<file path="src/hw/rtl/pressure_wave_phase_planner_defines.svh">
// assertion macros shared by the pressure wave phase planner rtl
// expects clk and rst in the scope of each use
`ifndef PRESSURE_WAVE_PHASE_PLANNER_DEFINES_SVH
`define PRESSURE_WAVE_PHASE_PLANNER_DEFINES_SVH

// same-cycle implication
`define PWPP_ASSERT_IMP(lbl, ante, cons, msg) \
  lbl: assert property (@(posedge clk) disable iff (rst) (ante) |-> (cons)) \
    else $error(msg);

// next-cycle implication
`define PWPP_ASSERT_NXT(lbl, ante, cons, msg) \
  lbl: assert property (@(posedge clk) disable iff (rst) (ante) |=> (cons)) \
    else $error(msg);

`endif

</file>
<file path="src/hw/rtl/pwpp_pkg.sv">
// shared types and constants of the pressure wave phase planner
// no dependencies
`timescale 1ns / 1ps

package pwpp_pkg;

  // cycle window and fallback split
  localparam int unsigned CYCLE_MS_DEF   = 60000;
  localparam int unsigned EQUAL_SPLIT_MS = 20000;

  // widths
  localparam int DUR_W      = 24;             // durations and positions
  localparam int TOT_W      = 26;             // sum of three durations, divisor
  localparam int DIV_W      = 48;             // divider dividend
  localparam int CNT_W      = 6;              // divider step count
  localparam int PEAK_W     = 16;
  localparam int PER_W      = 16;
  localparam int OUT_W      = 16;
  localparam int ELAPSED_W  = 32;
  localparam int TPROD_W    = PEAK_W + DUR_W; // peak times position
  localparam int IN_DATA_W  = 32;
  localparam int OUT_DATA_W = 88;
  localparam int CFG_ADDR_W = 3;
  localparam int CFG_DATA_W = 24;
  localparam int QUEUE_DEPTH = 2;             // power of two

  // register indexes
  localparam logic [CFG_ADDR_W-1:0] REG_RISE_TIME    = 3'd0;
  localparam logic [CFG_ADDR_W-1:0] REG_HOLD_TIME    = 3'd1;
  localparam logic [CFG_ADDR_W-1:0] REG_PULSE_TIME   = 3'd2;
  localparam logic [CFG_ADDR_W-1:0] REG_PEAK         = 3'd3;
  localparam logic [CFG_ADDR_W-1:0] REG_PULSE_PERIOD = 3'd4;
  localparam logic [CFG_ADDR_W-1:0] REG_PULSE_ON     = 3'd5;

  // phase codes
  localparam logic [1:0] PH_RISE      = 2'd0;
  localparam logic [1:0] PH_HOLD      = 2'd1;
  localparam logic [1:0] PH_PULSE_ON  = 2'd2;
  localparam logic [1:0] PH_PULSE_OFF = 2'd3;

  // gain stage codes
  localparam logic [1:0] GAIN_RISE  = 2'd0;
  localparam logic [1:0] GAIN_HOLD  = 2'd1;
  localparam logic [1:0] GAIN_PULSE = 2'd2;

  typedef struct packed {
    logic [DUR_W-1:0]  rise_time_ms;
    logic [DUR_W-1:0]  hold_time_ms;
    logic [DUR_W-1:0]  pulse_time_ms;
    logic [PEAK_W-1:0] peak_pressure;
    logic [PER_W-1:0]  pulse_period_ms;
    logic [PER_W-1:0]  pulse_on_ms;
  } cfg_t;

  typedef struct packed {
    logic [1:0]        phase;
    logic [OUT_W-1:0]  target_pressure;
    logic              inflating;
    logic [1:0]        gain_stage;
    logic [OUT_W-1:0]  cycle_position_ms;
    logic [OUT_W-1:0]  rise_span_ms;
    logic [OUT_W-1:0]  hold_span_ms;
    logic [OUT_W-1:0]  pulse_span_ms;
  } result_t;

  typedef struct packed {
    logic              start;
    logic [DIV_W-1:0]  dividend;
    logic [TOT_W-1:0]  divisor;
    logic [CNT_W-1:0]  steps;
  } div_ctl_t;

  typedef struct packed {
    logic              busy;
    logic              done;
    logic [DIV_W-1:0]  quot;
    logic [TOT_W-1:0]  rem;
  } div_stat_t;

  typedef enum logic [3:0] {
    ST_IDLE,
    ST_POS_GO,
    ST_POS_WAIT,
    ST_SCALE,
    ST_RISE_GO,
    ST_RISE_WAIT,
    ST_HOLD_GO,
    ST_HOLD_WAIT,
    ST_SPLIT,
    ST_CLASSIFY,
    ST_TAIL_GO,
    ST_TAIL_WAIT,
    ST_DONE
  } state_t;

endpackage

</file>
<file path="src/hw/rtl/pressure_wave_phase_planner.sv">
// top level of the pressure wave phase planner: config registers, queue and back end
// depends on pwpp_pkg, pwpp_queue and pwpp_back
`timescale 1ns / 1ps

// Takes one elapsed time in ms per transfer and returns one result per item: the
// phase (rise, hold, pulse on, pulse off), the Q8.8 target pressure, the inflate,
// valve and pump flags, the gain stage, the position within the CYCLE_MS window
// and the three scaled spans. The position within the window comes from a
// compare and subtract of shifted window lengths, four per clock. The two span
// divisions, the rise ramp and the pulse remainder share one restoring divider
// that retires one quotient bit per clock: a 48-bit quotient for each span,
// then a 40-bit one in rise or a 24-bit one in the pulse stage. When all
// durations are zero the span divisions are skipped.
// A two-entry input queue and an output register let inputs arrive and results
// drain while an item is being worked. Configuration writes take effect at once
// and should only be made while no item is in flight.

module pressure_wave_phase_planner #(
  parameter int unsigned CYCLE_MS = pwpp_pkg::CYCLE_MS_DEF
) (
  input  logic                            clk,
  input  logic                            rst,
  input  logic                            s_axis_tvalid,
  output logic                            s_axis_tready,
  input  logic [pwpp_pkg::IN_DATA_W-1:0]  s_axis_tdata,  // [31:0] elapsed_ms
  output logic                            m_axis_tvalid,
  input  logic                            m_axis_tready,
  // [1:0] phase, [17:2] target_pressure, [18] inflating, [19] open_valve,
  // [20] pump_enable, [22:21] gain_stage, [38:23] cycle_position_ms,
  // [54:39] rise_span_ms, [70:55] hold_span_ms, [86:71] pulse_span_ms, [87] zero
  output logic [pwpp_pkg::OUT_DATA_W-1:0] m_axis_tdata,
  input  logic                            cfg_we,
  input  logic [pwpp_pkg::CFG_ADDR_W-1:0] cfg_addr,
  input  logic [pwpp_pkg::CFG_DATA_W-1:0] cfg_wdata
);
  import pwpp_pkg::*;

  cfg_t                 cfg;
  logic                 q_valid;
  logic [IN_DATA_W-1:0] q_data;
  logic                 q_pop;

  // configuration registers
  always_ff @(posedge clk) begin
    if (rst) begin
      cfg.rise_time_ms    <= DUR_W'(20000);
      cfg.hold_time_ms    <= DUR_W'(20000);
      cfg.pulse_time_ms   <= DUR_W'(20000);
      cfg.peak_pressure   <= '0;
      cfg.pulse_period_ms <= PER_W'(2000);
      cfg.pulse_on_ms     <= PER_W'(1000);
    end else if (cfg_we) begin
      case (cfg_addr)
        REG_RISE_TIME:    cfg.rise_time_ms    <= cfg_wdata[DUR_W-1:0];
        REG_HOLD_TIME:    cfg.hold_time_ms    <= cfg_wdata[DUR_W-1:0];
        REG_PULSE_TIME:   cfg.pulse_time_ms   <= cfg_wdata[DUR_W-1:0];
        REG_PEAK:         cfg.peak_pressure   <= cfg_wdata[PEAK_W-1:0];
        REG_PULSE_PERIOD: cfg.pulse_period_ms <= cfg_wdata[PER_W-1:0];
        REG_PULSE_ON:     cfg.pulse_on_ms     <= cfg_wdata[PER_W-1:0];
        default: ;
      endcase
    end
  end

  pwpp_queue u_queue (
    .clk           (clk),
    .rst           (rst),
    .s_axis_tvalid (s_axis_tvalid),
    .s_axis_tready (s_axis_tready),
    .s_axis_tdata  (s_axis_tdata),
    .q_valid       (q_valid),
    .q_data        (q_data),
    .q_pop         (q_pop)
  );

  pwpp_back #(
    .CYCLE_MS (CYCLE_MS)
  ) u_back (
    .clk           (clk),
    .rst           (rst),
    .cfg           (cfg),
    .q_valid       (q_valid),
    .q_data        (q_data),
    .q_pop         (q_pop),
    .m_axis_tvalid (m_axis_tvalid),
    .m_axis_tready (m_axis_tready),
    .m_axis_tdata  (m_axis_tdata)
  );

endmodule

</file>
<file path="src/hw/rtl/pwpp_queue.sv">
// front part: input stream slave and a short queue of elapsed times
// depends on pwpp_pkg
`timescale 1ns / 1ps

module pwpp_queue (
  input  logic                           clk,
  input  logic                           rst,
  input  logic                           s_axis_tvalid,
  output logic                           s_axis_tready,
  input  logic [pwpp_pkg::IN_DATA_W-1:0] s_axis_tdata,   // [31:0] elapsed_ms
  output logic                           q_valid,
  output logic [pwpp_pkg::IN_DATA_W-1:0] q_data,
  input  logic                           q_pop
);
  import pwpp_pkg::*;

  localparam int PTR_W = (QUEUE_DEPTH > 1) ? $clog2(QUEUE_DEPTH) : 1;
  localparam int FILL_W = $clog2(QUEUE_DEPTH + 1);

  logic [IN_DATA_W-1:0] slots [QUEUE_DEPTH];
  logic [PTR_W-1:0]     wr_ptr;
  logic [PTR_W-1:0]     rd_ptr;
  logic [FILL_W-1:0]    fill;
  logic                 push;

  assign s_axis_tready = (fill != FILL_W'(QUEUE_DEPTH));
  assign push          = s_axis_tvalid && s_axis_tready;
  assign q_valid       = (fill != '0);
  assign q_data        = slots[rd_ptr];

  // pointers and fill level
  always_ff @(posedge clk) begin
    if (rst) begin
      wr_ptr <= '0;
      rd_ptr <= '0;
      fill   <= '0;
    end else begin
      if (push) begin
        wr_ptr <= wr_ptr + 1'b1;
      end
      if (q_pop) begin
        rd_ptr <= rd_ptr + 1'b1;
      end
      if (push && !q_pop) begin
        fill <= fill + 1'b1;
      end else if (!push && q_pop) begin
        fill <= fill - 1'b1;
      end
    end
  end

  // slot storage
  always_ff @(posedge clk) begin
    if (push) begin
      slots[wr_ptr] <= s_axis_tdata;
    end
  end

endmodule

</file>
<file path="src/hw/rtl/pwpp_div.sv">
// shared restoring divider, one quotient bit per cycle
// depends on pwpp_pkg
`timescale 1ns / 1ps

module pwpp_div (
  input  logic                clk,
  input  logic                rst,
  input  pwpp_pkg::div_ctl_t  ctl,
  output pwpp_pkg::div_stat_t stat
);
  import pwpp_pkg::*;

  logic [DIV_W-1:0] num;
  logic [TOT_W-1:0] rem;
  logic [DIV_W-1:0] quot;
  logic [TOT_W-1:0] divisor;
  logic [CNT_W-1:0] cnt;
  logic             busy;
  logic             done;
  logic [TOT_W:0]   trial;
  logic [TOT_W:0]   diff;
  logic             ge;

  // one trial subtraction per step, dividend enters msb first
  assign trial = {rem, num[DIV_W-1]};
  assign ge    = (trial >= {1'b0, divisor});
  assign diff  = trial - {1'b0, divisor};

  // control
  always_ff @(posedge clk) begin
    if (rst) begin
      busy <= 1'b0;
      done <= 1'b0;
      cnt  <= '0;
    end else begin
      done <= 1'b0;
      if (ctl.start) begin
        busy <= 1'b1;
        cnt  <= ctl.steps;
      end else if (busy) begin
        cnt <= cnt - 1'b1;
        if (cnt == CNT_W'(1)) begin
          busy <= 1'b0;
          done <= 1'b1;
        end
      end
    end
  end

  // datapath
  always_ff @(posedge clk) begin
    if (ctl.start) begin
      num     <= ctl.dividend;
      divisor <= ctl.divisor;
      rem     <= '0;
      quot    <= '0;
    end else if (busy) begin
      num  <= {num[DIV_W-2:0], 1'b0};
      rem  <= ge ? diff[TOT_W-1:0] : trial[TOT_W-1:0];
      quot <= {quot[DIV_W-2:0], ge};
    end
  end

  assign stat.busy = busy;
  assign stat.done = done;
  assign stat.quot = quot;
  assign stat.rem  = rem;

endmodule

</file>
<file path="src/hw/rtl/pwpp_back.sv">
// back part: span scaling, phase classification and result register
// depends on pwpp_pkg, pwpp_div and the assertion macro header
`timescale 1ns / 1ps
`include "pressure_wave_phase_planner_defines.svh"

module pwpp_back #(
  parameter int unsigned CYCLE_MS = pwpp_pkg::CYCLE_MS_DEF
) (
  input  logic                            clk,
  input  logic                            rst,
  input  pwpp_pkg::cfg_t                  cfg,
  input  logic                            q_valid,
  input  logic [pwpp_pkg::IN_DATA_W-1:0]  q_data,
  output logic                            q_pop,
  output logic                            m_axis_tvalid,
  input  logic                            m_axis_tready,
  output logic [pwpp_pkg::OUT_DATA_W-1:0] m_axis_tdata
);
  import pwpp_pkg::*;

  localparam logic [DUR_W-1:0] CYC   = DUR_W'(CYCLE_MS);
  localparam logic [DUR_W-1:0] SPLIT = DUR_W'(EQUAL_SPLIT_MS);

  // cycle position: compare and subtract of shifted window lengths, msb first
  localparam int POS_SH_TOP   = ELAPSED_W - $clog2(CYCLE_MS + 1);
  localparam int POS_PER_CYC  = 4;
  localparam int POS_ROUNDS   = (POS_SH_TOP + POS_PER_CYC) / POS_PER_CYC;
  localparam int RED_W        = ELAPSED_W + DUR_W;
  localparam int SH_W         = $clog2(ELAPSED_W + POS_PER_CYC);
  localparam logic [SH_W-1:0] POS_SH_FIRST = SH_W'(POS_ROUNDS * POS_PER_CYC - 1);
  localparam logic [SH_W-1:0] POS_SH_LAST  = SH_W'(POS_PER_CYC - 1);

  state_t            state;
  state_t            state_next;
  div_ctl_t          div_ctl;
  div_stat_t         div_stat;

  logic [ELAPSED_W-1:0] elapsed;
  logic [ELAPSED_W-1:0] red_acc;
  logic [ELAPSED_W-1:0] red_val;
  logic [RED_W-1:0]     red_mul;
  logic [SH_W-1:0]      red_sh;
  logic [DUR_W-1:0]  pos;
  logic [DUR_W-1:0]  rs;
  logic [DUR_W-1:0]  hs;
  logic [DUR_W-1:0]  ps;
  logic [DIV_W-1:0]  prod_r;
  logic [DIV_W-1:0]  prod_h;
  logic [TOT_W-1:0]  total;
  logic [DIV_W-1:0]  tail_dividend;
  logic [TOT_W-1:0]  tail_divisor;
  logic [CNT_W-1:0]  tail_steps;
  result_t           res;
  result_t           out_res;

  logic [TOT_W-1:0]  tot_sum;
  logic [DUR_W:0]    sum_rh;
  logic [DUR_W:0]    span_sum;
  logic [DUR_W-1:0]  pulse_offset;
  logic [TPROD_W-1:0] tprod;
  logic [PER_W-1:0]  per;
  logic              pulse_hit;
  logic              out_free;

  pwpp_div u_div (
    .clk  (clk),
    .rst  (rst),
    .ctl  (div_ctl),
    .stat (div_stat)
  );

  // shared arithmetic
  assign tot_sum   = TOT_W'(cfg.rise_time_ms) + TOT_W'(cfg.hold_time_ms)
                   + TOT_W'(cfg.pulse_time_ms);
  assign sum_rh    = {1'b0, rs} + {1'b0, hs};
  assign span_sum  = sum_rh + {1'b0, ps};
  assign pulse_offset = DUR_W'({1'b0, pos} - sum_rh);
  assign tprod     = TPROD_W'(cfg.peak_pressure) * TPROD_W'(pos);
  assign per       = (cfg.pulse_period_ms == '0) ? PER_W'(1) : cfg.pulse_period_ms;
  assign pulse_hit = (div_stat.rem < TOT_W'(cfg.pulse_on_ms));
  assign out_free  = !m_axis_tvalid || m_axis_tready;

  // one round of the cycle position reduction
  always_comb begin
    red_val = red_acc;
    red_mul = '0;
    for (int j = 0; j < POS_PER_CYC; j++) begin
      red_mul = RED_W'(CYCLE_MS) << (red_sh - SH_W'(j));
      if ({{DUR_W{1'b0}}, red_val} >= red_mul) begin
        red_val = red_val - red_mul[ELAPSED_W-1:0];
      end
    end
  end

  // state register
  always_ff @(posedge clk) begin
    if (rst) begin
      state <= ST_IDLE;
    end else begin
      state <= state_next;
    end
  end

  // next state
  always_comb begin
    state_next = state;
    case (state)
      ST_IDLE:      if (q_valid) state_next = ST_POS_GO;
      ST_POS_GO:    state_next = ST_POS_WAIT;
      ST_POS_WAIT:  if (red_sh == POS_SH_LAST) state_next = ST_SCALE;
      ST_SCALE: begin
        state_next = (tot_sum == '0) ? ST_CLASSIFY : ST_RISE_GO;
      end
      ST_RISE_GO:   state_next = ST_RISE_WAIT;
      ST_RISE_WAIT: if (div_stat.done) state_next = ST_HOLD_GO;
      ST_HOLD_GO:   state_next = ST_HOLD_WAIT;
      ST_HOLD_WAIT: if (div_stat.done) state_next = ST_SPLIT;
      ST_SPLIT:     state_next = ST_CLASSIFY;
      ST_CLASSIFY: begin
        if (({1'b0, pos} < sum_rh) && (pos >= rs)) begin
          state_next = ST_DONE;
        end else begin
          state_next = ST_TAIL_GO;
        end
      end
      ST_TAIL_GO:   state_next = ST_TAIL_WAIT;
      ST_TAIL_WAIT: if (div_stat.done) state_next = ST_DONE;
      ST_DONE:      if (out_free) state_next = ST_IDLE;
      default:      state_next = ST_IDLE;
    endcase
  end

  // outputs: queue pop and divider requests
  always_comb begin
    q_pop            = 1'b0;
    div_ctl.start    = 1'b0;
    div_ctl.dividend = tail_dividend;
    div_ctl.divisor  = tail_divisor;
    div_ctl.steps    = tail_steps;
    case (state)
      ST_IDLE: q_pop = q_valid;
      ST_RISE_GO: begin
        div_ctl.start    = 1'b1;
        div_ctl.dividend = prod_r;
        div_ctl.divisor  = total;
        div_ctl.steps    = CNT_W'(DIV_W);
      end
      ST_HOLD_GO: begin
        div_ctl.start    = 1'b1;
        div_ctl.dividend = prod_h;
        div_ctl.divisor  = total;
        div_ctl.steps    = CNT_W'(DIV_W);
      end
      ST_TAIL_GO: div_ctl.start = 1'b1;
      default: ;
    endcase
  end

  // working registers
  always_ff @(posedge clk) begin
    case (state)
      ST_IDLE: elapsed <= q_data;
      ST_POS_GO: begin
        red_acc <= elapsed;
        red_sh  <= POS_SH_FIRST;
      end
      ST_POS_WAIT: begin
        red_acc <= red_val;
        red_sh  <= red_sh - SH_W'(POS_PER_CYC);
        if (red_sh == POS_SH_LAST) pos <= red_val[DUR_W-1:0];
      end
      ST_SCALE: begin
        prod_r <= DIV_W'(cfg.rise_time_ms) * DIV_W'(CYC);
        prod_h <= DIV_W'(cfg.hold_time_ms) * DIV_W'(CYC);
        total  <= tot_sum;
        if (tot_sum == '0) begin
          rs <= SPLIT;
          hs <= SPLIT;
          ps <= SPLIT;
        end
      end
      ST_RISE_WAIT: begin
        if (div_stat.done) rs <= div_stat.quot[DUR_W-1:0];
      end
      ST_HOLD_WAIT: begin
        if (div_stat.done) hs <= div_stat.quot[DUR_W-1:0];
      end
      // rise and hold may reach the window: clip hold, or rise alone, and drop the pulse span
      ST_SPLIT: begin
        if (sum_rh >= {1'b0, CYC}) begin
          ps <= '0;
          if (rs >= CYC) begin
            rs <= CYC;
            hs <= '0;
          end else begin
            hs <= CYC - rs;
          end
        end else begin
          ps <= CYC - sum_rh[DUR_W-1:0];
        end
      end
      ST_CLASSIFY: begin
        res.cycle_position_ms <= pos[OUT_W-1:0];
        res.rise_span_ms      <= rs[OUT_W-1:0];
        res.hold_span_ms      <= hs[OUT_W-1:0];
        res.pulse_span_ms     <= ps[OUT_W-1:0];
        if (pos < rs) begin
          // ramp: peak * pos / rise span
          res.phase      <= PH_RISE;
          res.gain_stage <= GAIN_RISE;
          res.inflating  <= 1'b1;
          tail_dividend  <= {tprod, {(DIV_W-TPROD_W){1'b0}}};
          tail_divisor   <= TOT_W'(rs);
          tail_steps     <= CNT_W'(TPROD_W);
        end else if ({1'b0, pos} < sum_rh) begin
          res.phase           <= PH_HOLD;
          res.gain_stage      <= GAIN_HOLD;
          res.inflating       <= 1'b1;
          res.target_pressure <= cfg.peak_pressure;
        end else begin
          // pulse: offset into the stage modulo the period
          res.phase      <= PH_PULSE_OFF;
          res.gain_stage <= GAIN_PULSE;
          res.inflating  <= 1'b0;
          tail_dividend  <= {pulse_offset, {(DIV_W-DUR_W){1'b0}}};
          tail_divisor   <= TOT_W'(per);
          tail_steps     <= CNT_W'(DUR_W);
        end
      end
      ST_TAIL_WAIT: begin
        if (div_stat.done) begin
          if (res.phase == PH_RISE) begin
            res.target_pressure <= div_stat.quot[OUT_W-1:0];
          end else begin
            res.phase           <= pulse_hit ? PH_PULSE_ON : PH_PULSE_OFF;
            res.inflating       <= pulse_hit;
            res.target_pressure <= pulse_hit ? cfg.peak_pressure : '0;
          end
        end
      end
      default: ;
    endcase
  end

  // output register
  always_ff @(posedge clk) begin
    if (rst) begin
      m_axis_tvalid <= 1'b0;
    end else if ((state == ST_DONE) && out_free) begin
      m_axis_tvalid <= 1'b1;
    end else if (m_axis_tready) begin
      m_axis_tvalid <= 1'b0;
    end
  end

  always_ff @(posedge clk) begin
    if ((state == ST_DONE) && out_free) begin
      out_res <= res;
    end
  end

  // pack result, highest field first
  assign m_axis_tdata = {1'b0, out_res.pulse_span_ms, out_res.hold_span_ms,
                         out_res.rise_span_ms, out_res.cycle_position_ms,
                         out_res.gain_stage, out_res.inflating, out_res.inflating,
                         out_res.inflating, out_res.target_pressure, out_res.phase};

  `PWPP_ASSERT_IMP(a_div_free, div_ctl.start, !div_stat.busy, "divider started while busy")
  `PWPP_ASSERT_NXT(a_out_load, (state == ST_DONE) && out_free, m_axis_tvalid, "result not loaded")
  `PWPP_ASSERT_IMP(a_span_fill, (state == ST_CLASSIFY) && (total != '0) && (tot_sum != '0), span_sum == {1'b0, CYC}, "spans do not fill the cycle")

endmodule

</file>
<file path="config.mk">
export PLATFORM = sky130hd
export DESIGN_NAME = pressure_wave_phase_planner
export DESIGN_NICKNAME = d
export VERILOG_FILES = /design/src/hw/rtl/pwpp_pkg.sv /design/src/hw/rtl/pressure_wave_phase_planner.sv /design/src/hw/rtl/pwpp_queue.sv /design/src/hw/rtl/pwpp_div.sv /design/src/hw/rtl/pwpp_back.sv
export VERILOG_INCLUDE_DIRS = /design/src /design/src/hw/rtl
export SDC_FILE = /design/constraint.sdc
export NUM_CORES = 2
export LEC_CHECK = 0
export BUFFER_PORTS_ARGS = -buffer_cell sky130_fd_sc_hd__buf_2
export CORE_ASPECT_RATIO = 0.6
export CORE_UTILIZATION = 42
export CTS_CLUSTER_SIZE = 28
export DETAILED_ROUTE_END_ITERATION = 8
export GPL_ROUTABILITY_DRIVEN = 1
export PLACE_DENSITY_LB_ADDON = 0.12
export SYNTH_ARGS = -nofsm -noshare
export SYNTH_HDL_FRONTEND = slang
export SYNTH_HIERARCHICAL = 1
export SYNTH_SLANG_ARGS = --single-unit
</file>
<file path="constraint.sdc">
create_clock -name clk -period 13.2 [get_ports clk]
set_input_delay 1.98 -clock clk [delete_from_list [all_inputs] [get_ports clk]]
set_output_delay 1.98 -clock clk [all_outputs]
set_load 0.005 [all_outputs]
</file>
* Word level (Yosys, flattened, before mapping) *
Memory sizes are Yosys's and may differ from the RTL's. A register that Yosys moved wholly into a read port is not among the register bits.
Index checks and enable logic that the tools add are counted.

storage, ports and cells
  bits in registers = 719
  bits in writable memories = 64
  input bits = 64
  word-level logic and storage cells = 220
  memories = 1
  output and inout port bits = 90

operators by class
  magnitude comparators = 11
  add/subtract/negate cells = 20
  reduce and logical (&&, ||, !) cells = 39
  muxes and demuxes = 62
  multiply operators = 3
  equal/unequal tests = 33
  shift-type cells = 4
  bitwise gates (word level) = 1

memories
  memory         depth  width  rd ports  clocked after memory_dff  write ports  line              RTL
  u_queue.slots  2      32     1         1                         1            pwpp_queue.sv:20  logic [IN_DATA_W-1:0] slots [QUEUE_DEPTH];

operators with widths
  operator                                                                 count
  32-bit by 56-bit >= comparator with 1-bit output                         4
  16-bit by 6-bit << shifter with 56-bit output, first input constant      4
  24-bit 2-to-1 mux                                                        8
  48-bit 2-to-1 mux                                                        4
  80-bit case mux with 2 select lines                                      1
  24-bit case mux with 3 select lines                                      2
  32-bit 2-to-1 mux                                                        4
  32-bit subtractor                                                        4
  16-bit 2-to-1 mux                                                        6
  24-bit by 11-bit multiplier with 35-bit output, second input constant    2
  32-bit case mux with 2 select lines                                      1
  4-bit case mux with 13 select lines                                      1
  24-bit by 24-bit adder with 25-bit output                                2
  16-bit by 24-bit multiplier with 40-bit output                           1
  19-bit case mux with 2 select lines                                      1
  16-bit case mux with 2 select lines                                      1
  4-bit 2-to-1 mux                                                         7
  27-bit by 26-bit >= comparator with 1-bit output                         1
  26-bit by 24-bit adder with 26-bit output                                1
  26-bit logical NOT                                                       1
  26-bit by 16-bit less-than comparator with 1-bit output                  1
  26-bit 2-to-1 mux                                                        1
  26-bit subtractor                                                        1
  25-bit by 16-bit >= comparator with 1-bit output, second input constant  1
  46 further kinds                                                         113

* Logic depth before layout (Yosys ltp) *
  depth in word-level cells = 10
  depth in mapped cells = 55
  depth with buffers taken out = 50

* By module *
The synthesis kept the hierarchy.

by module, submodules not included
  module                       times used  seq. area each (um^2)  area each (um^2)  cells each
  pwpp_back                    1           14,754.2               49,119.6          4,742
  pwpp_div                     1           3,863.7                7,624.8           713
  pressure_wave_phase_planner  1           2,402.3                4,712.0           434
  pwpp_queue                   1           2,021.9                2,538.7           124

* Worst setup path before layout *
Ideal clock, no wire load.

  path kind = reg2reg
  start point = register u_back.red_sh[2]
  end point = register u_back.red_acc[22], data pin
  stages on the path, launching flop included = 50
  buffers on the path = 8
  data required time = 12,940 ps
  clock period less this slack = 11,010 ps
  slack = 2,190 ps
  setup time = 260 ps
  arrival time = 10,750 ps
  cells stage by stage = edfxtp_1 > inv_1 > ha_1 > nand2_1 > o21ai_0 > nand2b_1 > ha_1 > inv_1 > or4_1 > nand2b_4 > a31o_2 > nand2_4 > clkbuf_1 > clkbuf_1 > o311ai_0 > xnor2_1 > ha_1 > nand2_1 > [... 14 more ...] > a21oi_2 > o31a_1 > buf_2 > clkbuf_1 > nor2_1 > a21oi_1 > inv_1 > ha_1 > a21oi_1 > nand2_1 > o31ai_1 > a21oi_1 > o311ai_2 > o21ai_2 > a211oi_2 > buf_6 > mux2_2 > mux2_2

between the ends
  longest elaborated chain between the ends = 10

ends and longest elaborated chain
  element                                                                                       line                              RTL
  start: declaration                                                                            pwpp_back.sv:42                   logic [SH_W-1:0] red_sh;
  start signal: assignment                                                                      pwpp_back.sv:169                  red_sh <= red_sh - SH_W'(POS_PER_CYC);
  16-bit by 6-bit << shifter with 56-bit output                                                 pwpp_back.sv:88                   red_mul = RED_W'(CYCLE_MS) << (red_sh - SH_W'(j));
  32-bit by 56-bit >= comparator with 1-bit output / 32-bit subtractor (equally long branches)  pwpp_back.sv:89, pwpp_back.sv:90
  32-bit 2-to-1 mux                                                                             pwpp_back.sv:89                   if ({{DUR_W{1'b0}}, red_val} >= red_mul) begin
  32-bit by 56-bit >= comparator with 1-bit output / 32-bit subtractor (equally long branches)  pwpp_back.sv:89, pwpp_back.sv:90
  32-bit 2-to-1 mux                                                                             pwpp_back.sv:89
  32-bit by 56-bit >= comparator with 1-bit output / 32-bit subtractor (equally long branches)  pwpp_back.sv:89, pwpp_back.sv:90
  32-bit 2-to-1 mux                                                                             pwpp_back.sv:89
  32-bit by 56-bit >= comparator with 1-bit output / 32-bit subtractor (equally long branches)  pwpp_back.sv:89, pwpp_back.sv:90
  32-bit 2-to-1 mux *                                                                           pwpp_back.sv:89
  named net u_back.red_val[22]                                                                  pwpp_back.sv:40                   logic [ELAPSED_W-1:0] red_val;
  32-bit case mux with 2 select lines *                                                         pwpp_back.sv:161                  case (state)
  end signal: assignment                                                                        pwpp_back.sv:164                  red_acc <= elapsed;
  end signal: assignment                                                                        pwpp_back.sv:168                  red_acc <= red_val;
  end: declaration                                                                              pwpp_back.sv:39                   logic [ELAPSED_W-1:0] red_acc;

Mark *: on every way through the listed nets, which the timed path passes. The rest lies on a longest branch.
A chain may end at the register's enable or synchronous reset.

* Worst setup path after layout *
Same ends and word-level chain as after synthesis.

==> results.yml <==
die:
  die_w_um: 503
  std_cell_rows: 109
  core_area_sq_um: 148000
  die_height_um: 302
  initial_core_util: 0.426
  io-pin-count: 154
  dieArea_sq_um: 152000
critical_path:
  crit_start: "u_back/red_sh[2]"
  startpoint_type: "flop"
  critPathKind: "reg -> reg"
  cp_data_required_time_ns: 13.64
  cp_top_family: "compound AO/OA/AOI/OAI gates"
  crit_arrival_ns: 12.93
  path_common_cell: "ha_1"
  cp_num_buf_inv: 5
  critPathSlowestCell: "edfxtp_1"
  r2r_start: "u_back/red_sh[2]"
  critPathMaxFanout: 23
  endpoint_kind: "flop"
  critPathMaxStageDelay_ns: 0.58
global_routing:
  grtUsageMet1: 0.444
  grt_max_degree: 91
  grt_pass1_vias: 43400
  antenna_found_initial: 9
  grt_use_met2: 0.349
  grt_pass1_wl_mm: 300
  grt_busiest_layer: "met1"
  grt_overflow: 0
  grtUsageTotal: 0.271
  grt_use_met3: 0.0706
cells_and_area:
  final_core_util: 0.468
  design_area_sq_um: 69400
  multiInputGateArea_sq_um: 37400
  final_cell_count_no_fill: 8141
  drive_gt1_frac: 0.0994
  seq_area_sq_um: 22600
  fin_nets: 7182
  num-fill-cells: 13900
  area_growth_pct: 9.84
sta:
  worst_slew_pin_slew_ns: 1.25
  finalCritPeriodShare: 0.946
  hold_violations: 0
  drv_slew: 0
  layout_min_cycle_time_ns: 12.48
  timing.fmax_ghz: 0.0801
  skew_ns: 0.0367
  hold_slack_ns: 0.418
  finalSetupViolCount: 0
  fin_tns_setup_ns: 0
  relSlewSlack: 0.166
  grt_setup_unrepaired: "false"
  fin_ws_ns: 0.716
route:
  drc: 0
  wl_per_cell_um: 25.2
  final_antenna_net_count: 0
  totalWireLength_mm: 205
  vias: 45300
  drtIter0Drc: 4360
  dr.pass1.iters: 6
  vias_per_cell: 5.56
clock_tree:
  cts_num_sinks: 814
  cts_resized: 0
  numCtsBuffers: 82
  htree_levels: 3
  cts_hold_buffers: 0
  cts-root-buf: "clkbuf_16"
  clock_latency_ns: 0.72
  path_clk_slew_ns: 0.07
  cts_tree: "yes"
  post_cts_buffers: 0
  cts_max_path_buffers: 3
yosys:
  synth_cells: 5937
  syn-cell-area_sq_um: 63200
  syn_avg_cell_area_sq_um: 10.6
  ys_warn_count: 6
placed_design:
  dpl_worst_slack_ns: 0.977
  dpl_cell_area_sq_um: 66400
  dp.cells: 7973
  finalWeightedCongestion: 0.963
  io_buffers: 152
  dpl.hpwl_mm: 159
min_path:
  hold_class: "reg -> reg"
  hold_path.startpoint: "u_back/res[16]"
power_and_ir_drop:
  cellPowerDensity_nw_per_um2: 214
  p_leak_nw: 30.1
  peakVddDrop_v: 0.000178
  power_mw: 14.9
job:
  drv_cap: 0
run_status:
  status: "finished clean"
[worst paths after layout]
path,endpoint,slack [ns],cells after the start
setup / recovery,u_back/red_acc[22],0.72,44
setup reg to reg,u_back/red_acc[22],0.72,44
hold / removal,u_back/m_axis_tdata[55],0.42,0
hold reg to reg,u_back/m_axis_tdata[55],0.42,0
[area by class of cell]
cell class                      count  share of cell area
Inverter                          631              0.0341
Tap cell                         1998              0.0360
Clock inverter                     50              0.0101
Timing Repair Buffer              251              0.0219
Clock buffer                      101              0.0322
Sequential cell                   814               0.325
Multi-Input combinational cell   4279               0.540
Antenna cell                       17            0.000613
[power by group]
| group | internal (mW) | leakage, nW | switching (mW) |
|---|---|---|---|
| combinational | 3.17 | 21.3 | 5.39 |
| clock | 1.48 | 1.41 | 1.11 |
| sequential | 3.32 | 7.34 | 0.393 |
| total | 7.96 | 30.1 | 6.90 |
[worst reg2reg max path: cells and delay by family (launching register included)]
| family | cells | cell delay, ns |
|---|---|---|
| simple gates | 11 | 2.50 |
| fa+ha+maj | 5 | 1.57 |
| xor+xnor | 2 | 0.65 |
| compound gates | 19 | 5.18 |
| buf+inv | 5 | 1.12 |
| mux | 2 | 0.63 |
| flops | 1 | 0.58 |
[registers in the layout, indices dropped and copies added (netlist names), 32 cells and up, named ones only]
signal and count:
u_back/res 85, u_back/prod_r 35, u_back/m_axis_tdata 85, u_back/u_div/num 48, u_back/elapsed 32, cfg 120
u_back/red_acc 32, u_back/tail_dividend 40, u_back/prod_h 35, u_queue/slots 64
[layout by cell type (no fill, tap or decap), types with 179 or more instances in the layout]
cell,n
nand2_1,594
edfxtp_1,626
nor2_1,330
ha_1,523
a21oi_1,234
and2_1,187
fa_1,536
inv_1,630
xnor2_1,185
dfxtp_1,180
o21ai_0,179
[metal layers]
layer / wire [um] / vias to the layer above
met5: 0 / -
met4: 2910 / 0
met3: 18000 / 165
met2: 76800 / 1567
met1: 107000 / 22800
li1: - / 20700
Note: power is estimated with default switching activity, not from simulation.
